### config.mk
export PLATFORM = sky130hd
export DESIGN_NAME = eth_ipv4_l4_header_parser
export DESIGN_NICKNAME = d
export VERILOG_FILES = /design/src/ehp_pkg.sv /design/src/ehp_front.sv /design/src/ehp_queue.sv /design/src/ehp_back.sv /design/src/eth_ipv4_l4_header_parser.sv
export SDC_FILE = /design/constraint.sdc
export NUM_CORES = 1
export LEC_CHECK = 0
export BUFFER_PORTS_ARGS = -buffer_cell sky130_fd_sc_hd__buf_2
export CAP_MARGIN = 20
export CORE_MARGIN = 5
export CORE_UTILIZATION = 29
export CTS_BUF_LIST = sky130_fd_sc_hd__clkbuf_2 sky130_fd_sc_hd__clkbuf_4 sky130_fd_sc_hd__clkbuf_8
export DETAILED_ROUTE_END_ITERATION = 12
export HOLD_SLACK_MARGIN = 0.1
export PLACE_DENSITY = 0.47
export RECOVER_POWER = 50
export SETUP_SLACK_MARGIN = 0.15
export SKIP_CTS_REPAIR_TIMING = 1
export SLEW_MARGIN = 30
export SYNTH_ARGS = -nofsm -noshare
export SYNTH_HDL_FRONTEND = slang
export SYNTH_SLANG_ARGS = --single-unit
### constraint.sdc
create_clock -name clk -period 22.4 [get_ports clk]
set_input_delay 1.12 -clock clk [delete_from_list [all_inputs] [get_ports clk]]
set_output_delay 1.12 -clock clk [all_outputs]
set_load 0.02 [all_outputs]
### src/ehp_pkg.sv
// ----------------------------------------------------------------------------
// ehp_pkg
// Shared types and constants for the Ethernet / IPv4 / layer-4 header parser.
// ----------------------------------------------------------------------------
package ehp_pkg;

  // Default width of the frame byte counter
  localparam int COUNT_BITS_DEF = 16;

  // Depth of the record queue between the front and back parts
  localparam int QUEUE_DEPTH = 2;

  // Header layout, as byte offsets from the start of the frame
  localparam int OFF_ETYPE_HI  = 12;
  localparam int OFF_ETYPE_LO  = 13;
  localparam int OFF_IHL       = 14;
  localparam int OFF_PROTO     = 23;
  localparam int OFF_SRC_FIRST = 26;
  localparam int OFF_SRC_LAST  = 29;
  localparam int OFF_DST_FIRST = 30;
  localparam int OFF_DST_LAST  = 33;
  localparam int ETH_HDR_BYTES = 14;
  localparam int L4_WINDOW     = 8;
  localparam int MIN_FRAME     = 34;
  localparam int MIN_IHL_BYTES = 20;
  localparam int L4_PORT_BYTES = 4;
  localparam int L4_ICMP_BYTES = 8;

  // Field codes
  localparam logic [15:0] ETHERTYPE_IPV4    = 16'h0800;
  localparam logic [7:0]  PROTO_ICMP        = 8'd1;
  localparam logic [7:0]  PROTO_TCP         = 8'd6;
  localparam logic [7:0]  PROTO_UDP         = 8'd17;
  localparam logic [7:0]  ICMP_ECHO_REQUEST = 8'd8;

  // Protocol code carried with each record
  typedef enum logic [1:0] {
    PCODE_OTHER = 2'd0,
    PCODE_TCP   = 2'd1,
    PCODE_UDP   = 2'd2,
    PCODE_ICMP  = 2'd3
  } pcode_t;

  // Port payload widths
  localparam int IN_TDATA_W  = 24;
  localparam int OUT_TDATA_W = 160;

  // Frame summary handed from the front part to the back part
  typedef struct packed {
    logic [15:0]     frame_length;
    pcode_t          pcode;
    logic [31:0]     src_addr;
    logic [31:0]     dst_addr;
    logic [7:0][7:0] l4_bytes;
  } ehp_rec_t;

endpackage

### src/ehp_front.sv
// ----------------------------------------------------------------------------
// ehp_front
// Counts frame bytes, captures header fields and layer-4 bytes, and emits a
// frame summary on the last byte of a frame that qualifies as IPv4.
// ----------------------------------------------------------------------------
module ehp_front #(
  parameter int COUNT_BITS = ehp_pkg::COUNT_BITS_DEF
) (
  input  logic             clk,
  input  logic             rst_n,
  input  logic             byte_acc,
  input  logic [7:0]       data_byte,
  input  logic             last_byte,
  input  logic [15:0]      wire_length,
  output logic             rec_push,
  output ehp_pkg::ehp_rec_t rec
);
  import ehp_pkg::*;

  localparam logic [COUNT_BITS-1:0] OFF_MAX = '1;

  logic [COUNT_BITS-1:0] off_r, off_nxt, off_upd, captured;
  logic [15:0]           etype_r, etype_nxt, etype_upd;
  logic [5:0]            hb_r, hb_nxt, hb_upd;
  logic [7:0]            proto_r, proto_nxt, proto_upd;
  logic [31:0]           src_r, src_nxt, src_upd;
  logic [31:0]           dst_r, dst_nxt, dst_upd;
  logic [7:0][7:0]       l4_r, l4_nxt, l4_upd;
  logic [6:0]            l4_lo, l4_hi, need_ports, need_icmp;
  logic [2:0]            l4_idx;
  logic                  rec_ok;
  pcode_t                pcode;

  // Capture fields at their fixed offsets for the current item
  always_comb begin
    etype_upd = etype_r;
    hb_upd    = hb_r;
    proto_upd = proto_r;
    src_upd   = src_r;
    dst_upd   = dst_r;
    l4_upd    = l4_r;
    if (off_r == COUNT_BITS'(OFF_ETYPE_HI) || off_r == COUNT_BITS'(OFF_ETYPE_LO)) begin
      etype_upd = {etype_r[7:0], data_byte};
    end else if (off_r == COUNT_BITS'(OFF_IHL)) begin
      hb_upd = {data_byte[3:0], 2'b00};
    end else if (off_r == COUNT_BITS'(OFF_PROTO)) begin
      proto_upd = data_byte;
    end else if (off_r >= COUNT_BITS'(OFF_SRC_FIRST) && off_r <= COUNT_BITS'(OFF_SRC_LAST)) begin
      src_upd = {src_r[23:0], data_byte};
    end else if (off_r >= COUNT_BITS'(OFF_DST_FIRST) && off_r <= COUNT_BITS'(OFF_DST_LAST)) begin
      dst_upd = {dst_r[23:0], data_byte};
    end

    // Layer-4 window starts right after the IPv4 header
    l4_lo  = 7'(ETH_HDR_BYTES) + {1'b0, hb_upd};
    l4_hi  = 7'(ETH_HDR_BYTES + L4_WINDOW) + {1'b0, hb_upd};
    l4_idx = off_r[2:0] - l4_lo[2:0];
    if (off_r > COUNT_BITS'(OFF_IHL) && off_r >= COUNT_BITS'(l4_lo) &&
        off_r < COUNT_BITS'(l4_hi)) begin
      l4_upd[l4_idx] = data_byte;
    end

    // Advance the offset, holding at its maximum
    off_upd  = (off_r == OFF_MAX) ? off_r : off_r + COUNT_BITS'(1);
    captured = off_upd;
  end

  // Decide the record on the last byte
  always_comb begin
    need_ports = 7'(ETH_HDR_BYTES + L4_PORT_BYTES) + {1'b0, hb_upd};
    need_icmp  = 7'(ETH_HDR_BYTES + L4_ICMP_BYTES) + {1'b0, hb_upd};
    rec_ok = (captured >= COUNT_BITS'(MIN_FRAME)) && (etype_upd == ETHERTYPE_IPV4) &&
             (hb_upd >= 6'(MIN_IHL_BYTES));
    pcode = PCODE_OTHER;
    if (proto_upd == PROTO_TCP && captured >= COUNT_BITS'(need_ports)) begin
      pcode = PCODE_TCP;
    end else if (proto_upd == PROTO_UDP && captured >= COUNT_BITS'(need_ports)) begin
      pcode = PCODE_UDP;
    end else if (proto_upd == PROTO_ICMP && captured >= COUNT_BITS'(need_icmp)) begin
      pcode = PCODE_ICMP;
    end
    rec_push         = byte_acc && last_byte && rec_ok;
    rec.frame_length = wire_length;
    rec.pcode        = pcode;
    rec.src_addr     = src_upd;
    rec.dst_addr     = dst_upd;
    rec.l4_bytes     = l4_upd;
  end

  // Clear frame state after the last byte, hold when no item arrives
  always_comb begin
    off_nxt   = off_r;
    etype_nxt = etype_r;
    hb_nxt    = hb_r;
    proto_nxt = proto_r;
    src_nxt   = src_r;
    dst_nxt   = dst_r;
    l4_nxt    = l4_r;
    if (byte_acc) begin
      if (last_byte) begin
        off_nxt   = '0;
        etype_nxt = '0;
        hb_nxt    = '0;
        proto_nxt = '0;
        src_nxt   = '0;
        dst_nxt   = '0;
        l4_nxt    = '0;
      end else begin
        off_nxt   = off_upd;
        etype_nxt = etype_upd;
        hb_nxt    = hb_upd;
        proto_nxt = proto_upd;
        src_nxt   = src_upd;
        dst_nxt   = dst_upd;
        l4_nxt    = l4_upd;
      end
    end
  end

  always_ff @(posedge clk) begin
    if (!rst_n) begin
      off_r   <= '0;
      etype_r <= '0;
      hb_r    <= '0;
      proto_r <= '0;
      src_r   <= '0;
      dst_r   <= '0;
      l4_r    <= '0;
    end else begin
      off_r   <= off_nxt;
      etype_r <= etype_nxt;
      hb_r    <= hb_nxt;
      proto_r <= proto_nxt;
      src_r   <= src_nxt;
      dst_r   <= dst_nxt;
      l4_r    <= l4_nxt;
    end
  end

endmodule

### src/ehp_queue.sv
// ----------------------------------------------------------------------------
// ehp_queue
// Short first-in first-out queue of frame summaries between front and back.
// ----------------------------------------------------------------------------
module ehp_queue (
  input  logic              clk,
  input  logic              rst_n,
  input  logic              push,
  input  ehp_pkg::ehp_rec_t wr_rec,
  output logic              full,
  output logic              not_empty,
  input  logic              pop,
  output ehp_pkg::ehp_rec_t rd_rec
);
  import ehp_pkg::*;

  localparam int PTR_W = (QUEUE_DEPTH > 1) ? $clog2(QUEUE_DEPTH) : 1;
  localparam int CNT_W = $clog2(QUEUE_DEPTH + 1);
  localparam logic [PTR_W-1:0] LAST_SLOT = PTR_W'(QUEUE_DEPTH - 1);

  ehp_rec_t          slot_r [QUEUE_DEPTH];
  logic [PTR_W-1:0]  wr_ptr_r, wr_ptr_nxt, rd_ptr_r, rd_ptr_nxt;
  logic [CNT_W-1:0]  count_r, count_nxt;
  logic              do_push, do_pop;

  assign full      = (count_r == CNT_W'(QUEUE_DEPTH));
  assign not_empty = (count_r != '0);
  assign do_push   = push && !full;
  assign do_pop    = pop && not_empty;
  assign rd_rec    = slot_r[rd_ptr_r];

  // Advance pointers and occupancy
  always_comb begin
    wr_ptr_nxt = wr_ptr_r;
    rd_ptr_nxt = rd_ptr_r;
    count_nxt  = count_r;
    if (do_push) begin
      wr_ptr_nxt = (wr_ptr_r == LAST_SLOT) ? '0 : wr_ptr_r + PTR_W'(1);
    end
    if (do_pop) begin
      rd_ptr_nxt = (rd_ptr_r == LAST_SLOT) ? '0 : rd_ptr_r + PTR_W'(1);
    end
    if (do_push && !do_pop) begin
      count_nxt = count_r + CNT_W'(1);
    end else if (do_pop && !do_push) begin
      count_nxt = count_r - CNT_W'(1);
    end
  end

  always_ff @(posedge clk) begin
    if (!rst_n) begin
      wr_ptr_r <= '0;
      rd_ptr_r <= '0;
      count_r  <= '0;
    end else begin
      wr_ptr_r <= wr_ptr_nxt;
      rd_ptr_r <= rd_ptr_nxt;
      count_r  <= count_nxt;
    end
  end

  // Store the pushed summary
  always_ff @(posedge clk) begin
    if (do_push) begin
      slot_r[wr_ptr_r] <= wr_rec;
    end
  end

endmodule

### src/ehp_back.sv
// ----------------------------------------------------------------------------
// ehp_back
// Formats frame summaries into result items and holds them in an output
// register until the downstream side takes them.
// ----------------------------------------------------------------------------
module ehp_back (
  input  logic                                clk,
  input  logic                                rst_n,
  input  logic                                rec_valid,
  input  ehp_pkg::ehp_rec_t                   rec,
  output logic                                rec_pop,
  output logic                                out_tvalid,
  input  logic                                out_tready,
  // frame_length, source_address, dest_address, source_port, dest_port,
  // icmp_kind, icmp_ident, icmp_sequence, outbound, zero fill
  output logic [ehp_pkg::OUT_TDATA_W-1:0]     out_tdata,
  // protocol_code
  output logic [1:0]                          out_tuser
);
  import ehp_pkg::*;

  logic                   valid_r, valid_nxt;
  logic [OUT_TDATA_W-1:0] data_r, data_nxt;
  logic [1:0]             user_r, user_nxt;
  logic [15:0]            sport, dport, ident, seq;
  logic [7:0]             kind;
  logic                   outb;

  // Pick layer-4 fields according to the protocol code
  always_comb begin
    sport = '0;
    dport = '0;
    kind  = '0;
    ident = '0;
    seq   = '0;
    outb  = 1'b0;
    case (rec.pcode)
      PCODE_TCP, PCODE_UDP: begin
        sport = {rec.l4_bytes[0], rec.l4_bytes[1]};
        dport = {rec.l4_bytes[2], rec.l4_bytes[3]};
      end
      PCODE_ICMP: begin
        kind  = rec.l4_bytes[0];
        ident = {rec.l4_bytes[4], rec.l4_bytes[5]};
        seq   = {rec.l4_bytes[6], rec.l4_bytes[7]};
        outb  = (rec.l4_bytes[0] == ICMP_ECHO_REQUEST);
      end
      default: begin
        sport = '0;
      end
    endcase
  end

  // Load the output register whenever it is empty or being drained
  assign rec_pop = rec_valid && (!valid_r || out_tready);

  always_comb begin
    valid_nxt = valid_r;
    data_nxt  = data_r;
    user_nxt  = user_r;
    if (rec_pop) begin
      valid_nxt = 1'b1;
      data_nxt  = {7'd0, outb, seq, ident, kind, dport, sport,
                   rec.dst_addr, rec.src_addr, rec.frame_length};
      user_nxt  = rec.pcode;
    end else if (out_tready) begin
      valid_nxt = 1'b0;
    end
  end

  always_ff @(posedge clk) begin
    if (!rst_n) begin
      valid_r <= 1'b0;
    end else begin
      valid_r <= valid_nxt;
    end
  end

  always_ff @(posedge clk) begin
    data_r <= data_nxt;
    user_r <= user_nxt;
  end

  assign out_tvalid = valid_r;
  assign out_tdata  = data_r;
  assign out_tuser  = user_r;

endmodule

### src/eth_ipv4_l4_header_parser.sv
// ----------------------------------------------------------------------------
// eth_ipv4_l4_header_parser
// Parses Ethernet / IPv4 / TCP, UDP and ICMP headers from a byte stream.
// ----------------------------------------------------------------------------
// Frame bytes enter one per cycle on the input stream while in_tready is high,
// tlast on the final byte, with the wire length in the upper tdata bits of that
// byte. The front part updates the offset counter and the captured fields for
// each accepted byte, and on the last byte of a qualifying IPv4 frame pushes a
// summary into a two-entry queue. The back part formats the summary into one
// result item in an output register, so a result passes through the queue and
// the output register before it appears. Input is held off only while the queue
// is full, which happens only when results back up downstream. Frames that are
// not IPv4, are shorter than 34 bytes or have a header length below 20 give no
// result. The byte counter saturates at 2^COUNT_BITS - 1.
// ----------------------------------------------------------------------------
module eth_ipv4_l4_header_parser #(
  parameter int COUNT_BITS = ehp_pkg::COUNT_BITS_DEF
) (
  input  logic                            clk,
  input  logic                            rst_n,
  input  logic                            in_tvalid,
  output logic                            in_tready,
  // data_byte, wire_length
  input  logic [ehp_pkg::IN_TDATA_W-1:0]  in_tdata,
  // last_byte
  input  logic                            in_tlast,
  output logic                            out_tvalid,
  input  logic                            out_tready,
  // frame_length, source_address, dest_address, source_port, dest_port,
  // icmp_kind, icmp_ident, icmp_sequence, outbound, zero fill
  output logic [ehp_pkg::OUT_TDATA_W-1:0] out_tdata,
  // protocol_code
  output logic [1:0]                      out_tuser
);
  import ehp_pkg::*;

  logic     byte_acc, rec_push, q_full, q_not_empty, rec_pop;
  ehp_rec_t front_rec, back_rec;

  assign in_tready = !q_full;
  assign byte_acc  = in_tvalid && in_tready;

  // Front part: count bytes and capture fields
  ehp_front #(
    .COUNT_BITS (COUNT_BITS)
  ) u_front (
    .clk         (clk),
    .rst_n       (rst_n),
    .byte_acc    (byte_acc),
    .data_byte   (in_tdata[7:0]),
    .last_byte   (in_tlast),
    .wire_length (in_tdata[23:8]),
    .rec_push    (rec_push),
    .rec         (front_rec)
  );

  // Queue of frame summaries
  ehp_queue u_queue (
    .clk       (clk),
    .rst_n     (rst_n),
    .push      (rec_push),
    .wr_rec    (front_rec),
    .full      (q_full),
    .not_empty (q_not_empty),
    .pop       (rec_pop),
    .rd_rec    (back_rec)
  );

  // Back part: format and hold results
  ehp_back u_back (
    .clk        (clk),
    .rst_n      (rst_n),
    .rec_valid  (q_not_empty),
    .rec        (back_rec),
    .rec_pop    (rec_pop),
    .out_tvalid (out_tvalid),
    .out_tready (out_tready),
    .out_tdata  (out_tdata),
    .out_tuser  (out_tuser)
  );

endmodule
==> impl_metrics.csv <==
group,metric,value,unit
synthesis,synth_seq_cells,627,
placement,gp_congestion,0.8393,
grt,antenna_found_initial,5,
outcome,status,"finished, violations left",
hold_path,hold_path_depth,2,
synthesis,ys.flop_type,"edfxtp_1",
critical_path,crit_arrival,9.30,ns
power,power_leakage,9.789,nW
critical_path,slowest_delay,2.58,ns
route,drt_wl_total,62560,um
power,p_per_area,98.58,nW/um2
layout,final_common_cell,"edfxtp_1",
synthesis,synth.top_cell.area_share,53.38,%
layout,nets,2048,
placement,io_buffers,185,
critical_path,worst-setup-path-type,"reg2reg",
floorplanning,io_pins,193,
route,dr.pass1.iters,5,
cts,numClockSinks,627,
sta,tightest_slew,3.570,ns
grt,track_usage,13.11,%
critical_path,cp-end-kind,"flip-flop",
sta,finalHoldViolations,0,
synthesis,synthTopCellsByArea,"edfxtp_1, dfxtp_1, mux2_2",
grt,grt_max_degree,74,
cts,clkTransAtPathRegs,0.06,ns
layout,final_cell_mix,"edfxtp_1, dfxtp_1, clkbuf_1",
layout,area_growth,16.44,%
critical_path,path_cells,"clkbuf_1 -> clkbuf_1 -> clkbuf_1 -> mux2_2",
synthesis,syn_inst,1788,
layout,final_cells,3238,
route,drt_iter0_drc,937,
critical_path,cp_max_fo,53,
sta,max_clock_freq,0.1127,GHz
run,maxCapViolCount,12,
grt,grt.overflow.total,0,
cts,clock_latency,0.71,ns
grt,grt_pass1_wl,95650,um
placement,dpl.cell_count,3037,
critical_path,cp.required,22.82,ns
grt,grt_pass1_vias,15530,
critical_path,path_common_cell,"clkbuf_1",
hold_path,hold_path.class,"reg2reg",
route,avgViaCountPerCell,4.625,
floorplanning,fp.dieW,304.5,um
floorplanning,dieArea,92700,um2
cts,clockBufferDepth,3,
cts,cts_tree,"done",
critical_path,slowest_stage,"clkbuf_1",
synthesis,yosys.area.top_type,"edfxtp_1",
critical_path,timing.rr.end,"u_back.out_tdata[51]$_DFFE_PP_",
cts,cts_buffers,104,
hold_path,min_to,"u_front.l4_r[24]$_SDFFE_PN0P_",
critical_path,worstSetupStartpointType,"flip-flop",
sta,setup_tns,0,ns
synthesis,seq_area_frac_synth,67.71,%
synthesis,syn_avg_cell_area,14.06,um2
critical_path,rrSetupSlack,13.53,ns
layout,drive_gt1_share,19.15,%
critical_path,crit_family,"buffers and inverters",
route,drtAntennaViolNets,0,
floorplanning,chipHeight,304.5,um
synthesis,synth_warnings,0,
power,vdd_drop_max,0.00005093,V
critical_path,cp_num_cells,4,
placement,hpwl,39050,um
sta,rsz0062_at_grt,"no",
sta,period_share,39.61,%
sta,drv_slew,538,
outcome,violations,"max-capacitance violations, max-slew violations",
floorplanning,rows,108,
floorplanning,coreArea,86480,um2
hold_path,min_from,"u_front.l4_r[24]$_SDFFE_PN0P_",
critical_path,r2r_cells,4,
sta,slew_headroom,-138.0,%
floorplanning,start_util,29.08,%
sta,period_needed,8.873,ns
synthesis,synthesis.area,25150,um2
synthesis,synth-edff-count,447,
cts,root_buffer,"clkbuf_8",
critical_path,crit_buf_inv,3,
sta,clock_skew,0.03589,ns
route,drc_errors,0,
route,num_vias,14980,
synthesis,yosysUniqueCellTypes,66,
route,wire_per_inst,19.32,um
synthesis,synthArstFlopShare,0,%
cts,htreeDepth,3,
sta,timing.final.setup_violations,0,
[power by group]
| part | leakage (nW) | internal, mW | switching (mW) |
|---|---|---|---|
| logic | 3.24 | 0.107 | 0.319 |
| clock network | 1.20 | 0.593 | 0.460 |
| registers | 5.35 | 1.37 | 0.0334 |
[worst reg2reg max path: stages, from the launching register on]
cell and delay, ns:
dfxtp_1 1.17, clkbuf_1 1.75, clkbuf_1 2.38, clkbuf_1 2.65, mux2_2 0.64
[cell type report]
class,instances,area (um2)
antenna,5,12.51
clock buffer,163,1993
clock inverter,33,254.0
fill,8658,57200
inverter,10,38.79
multi-input combinational,1039,7650
sequential,627,17030
tap,1155,1445
timing repair buffer,206,860.8
[cell families (layout without fill, tap and decap cells)]
group / count (synthesis) / after routing / share of synthesized area [%]
adders and majority gates: 31 / 31 / 1.572
buffers and inverters: 128 / 412 / 2.085
and+or+nand+nor: 447 / 447 / 9.200
DFF: 627 / 627 / 67.71
other: 1 / 12 / 0.01491
AOI/OAI and AO/OA: 257 / 257 / 6.637
xor gates and xnor gates: 17 / 17 / 0.5921
muxes: 280 / 280 / 12.19
[through the flow]
step           utilization (%)  hold WS, ns  worst slack, ns  instance area (um2)  total power [mW]
2_1_floorplan                -       0.4398            5.443                25170             1.737
3_3_place_gp             31.53       0.4500            16.87                27260             1.863
3_5_place_dp             31.57       0.4576            16.69                27300             1.868
4_1_cts                  34.17       0.4720            16.64                29550             2.943
5_1_grt                  33.85       0.4907            12.66                29270             3.029
6_report                 33.86       0.4651            13.53                29280             2.887
[how the worst max path moves through the flow]
stage	from	slack [ns]	endpoint
after detailed placement	u_front.off_r[1]$_SDFFE_PN0P_	16.69	u_queue.slot_r[0][45]$_DFFE_PP_
final	flip-flop	13.53	u_back.out_tdata[51]$_DFFE_PP_
after global placement	u_front.off_r[1]$_SDFFE_PN0P_	16.87	u_queue.slot_r[0][45]$_DFFE_PP_
after CTS	u_front.off_r[1]$_SDFFE_PN0P_	16.64	u_queue.slot_r[0][45]$_DFFE_PP_
after global routing	flip-flop	12.66	u_back.out_tdata[84]$_SDFFCE_PN0P_
after floorplan	u_front.off_r[1]$_SDFFE_PN0P_	5.44	u_queue.slot_r[0][0]$_DFFE_PP_
[sequential cells by signal (all words and copies together), names as in the netlist, 6 cells and up, named ones only]
register,flops
u_front.hb_r,6
u_queue.slot_r,292
u_front.l4_r,64
u_back.out_tdata,153
u_front.src_r,32
u_front.dst_r,32
u_front.proto_r,8
u_front.off_r,16
u_front.etype_r,16
[synth_stat cells (9+ instances only)]
library cell  count
edfxtp_1        447
mux2_2          210
dfxtp_1         180
nor2_1          142
a22oi_1          98
clkbuf_1         89
o21ai_0          83
nor2b_1          81
nand3_1          76
mux2i_1          70
nand2_1          45
ha_1             30
a21oi_1          28
nor3_1           22
buf_1            13
nor4_1           13
xnor2_1          11
nand4_1          10
a21o_1            9
[routing by layer]
| layer | global-route usage, % | wire, um | vias to the layer above |
|---|---|---|---|
| met5 | 0 | 13 | - |
| met4 | 4.073 | 1146 | 2 |
| met3 | 2.639 | 2585 | 83 |
| met2 | 22.82 | 31420 | 290 |
| met1 | 16.49 | 27400 | 7458 |
| li1 | - | - | 7143 |
Power figures use the tool's default switching activity.
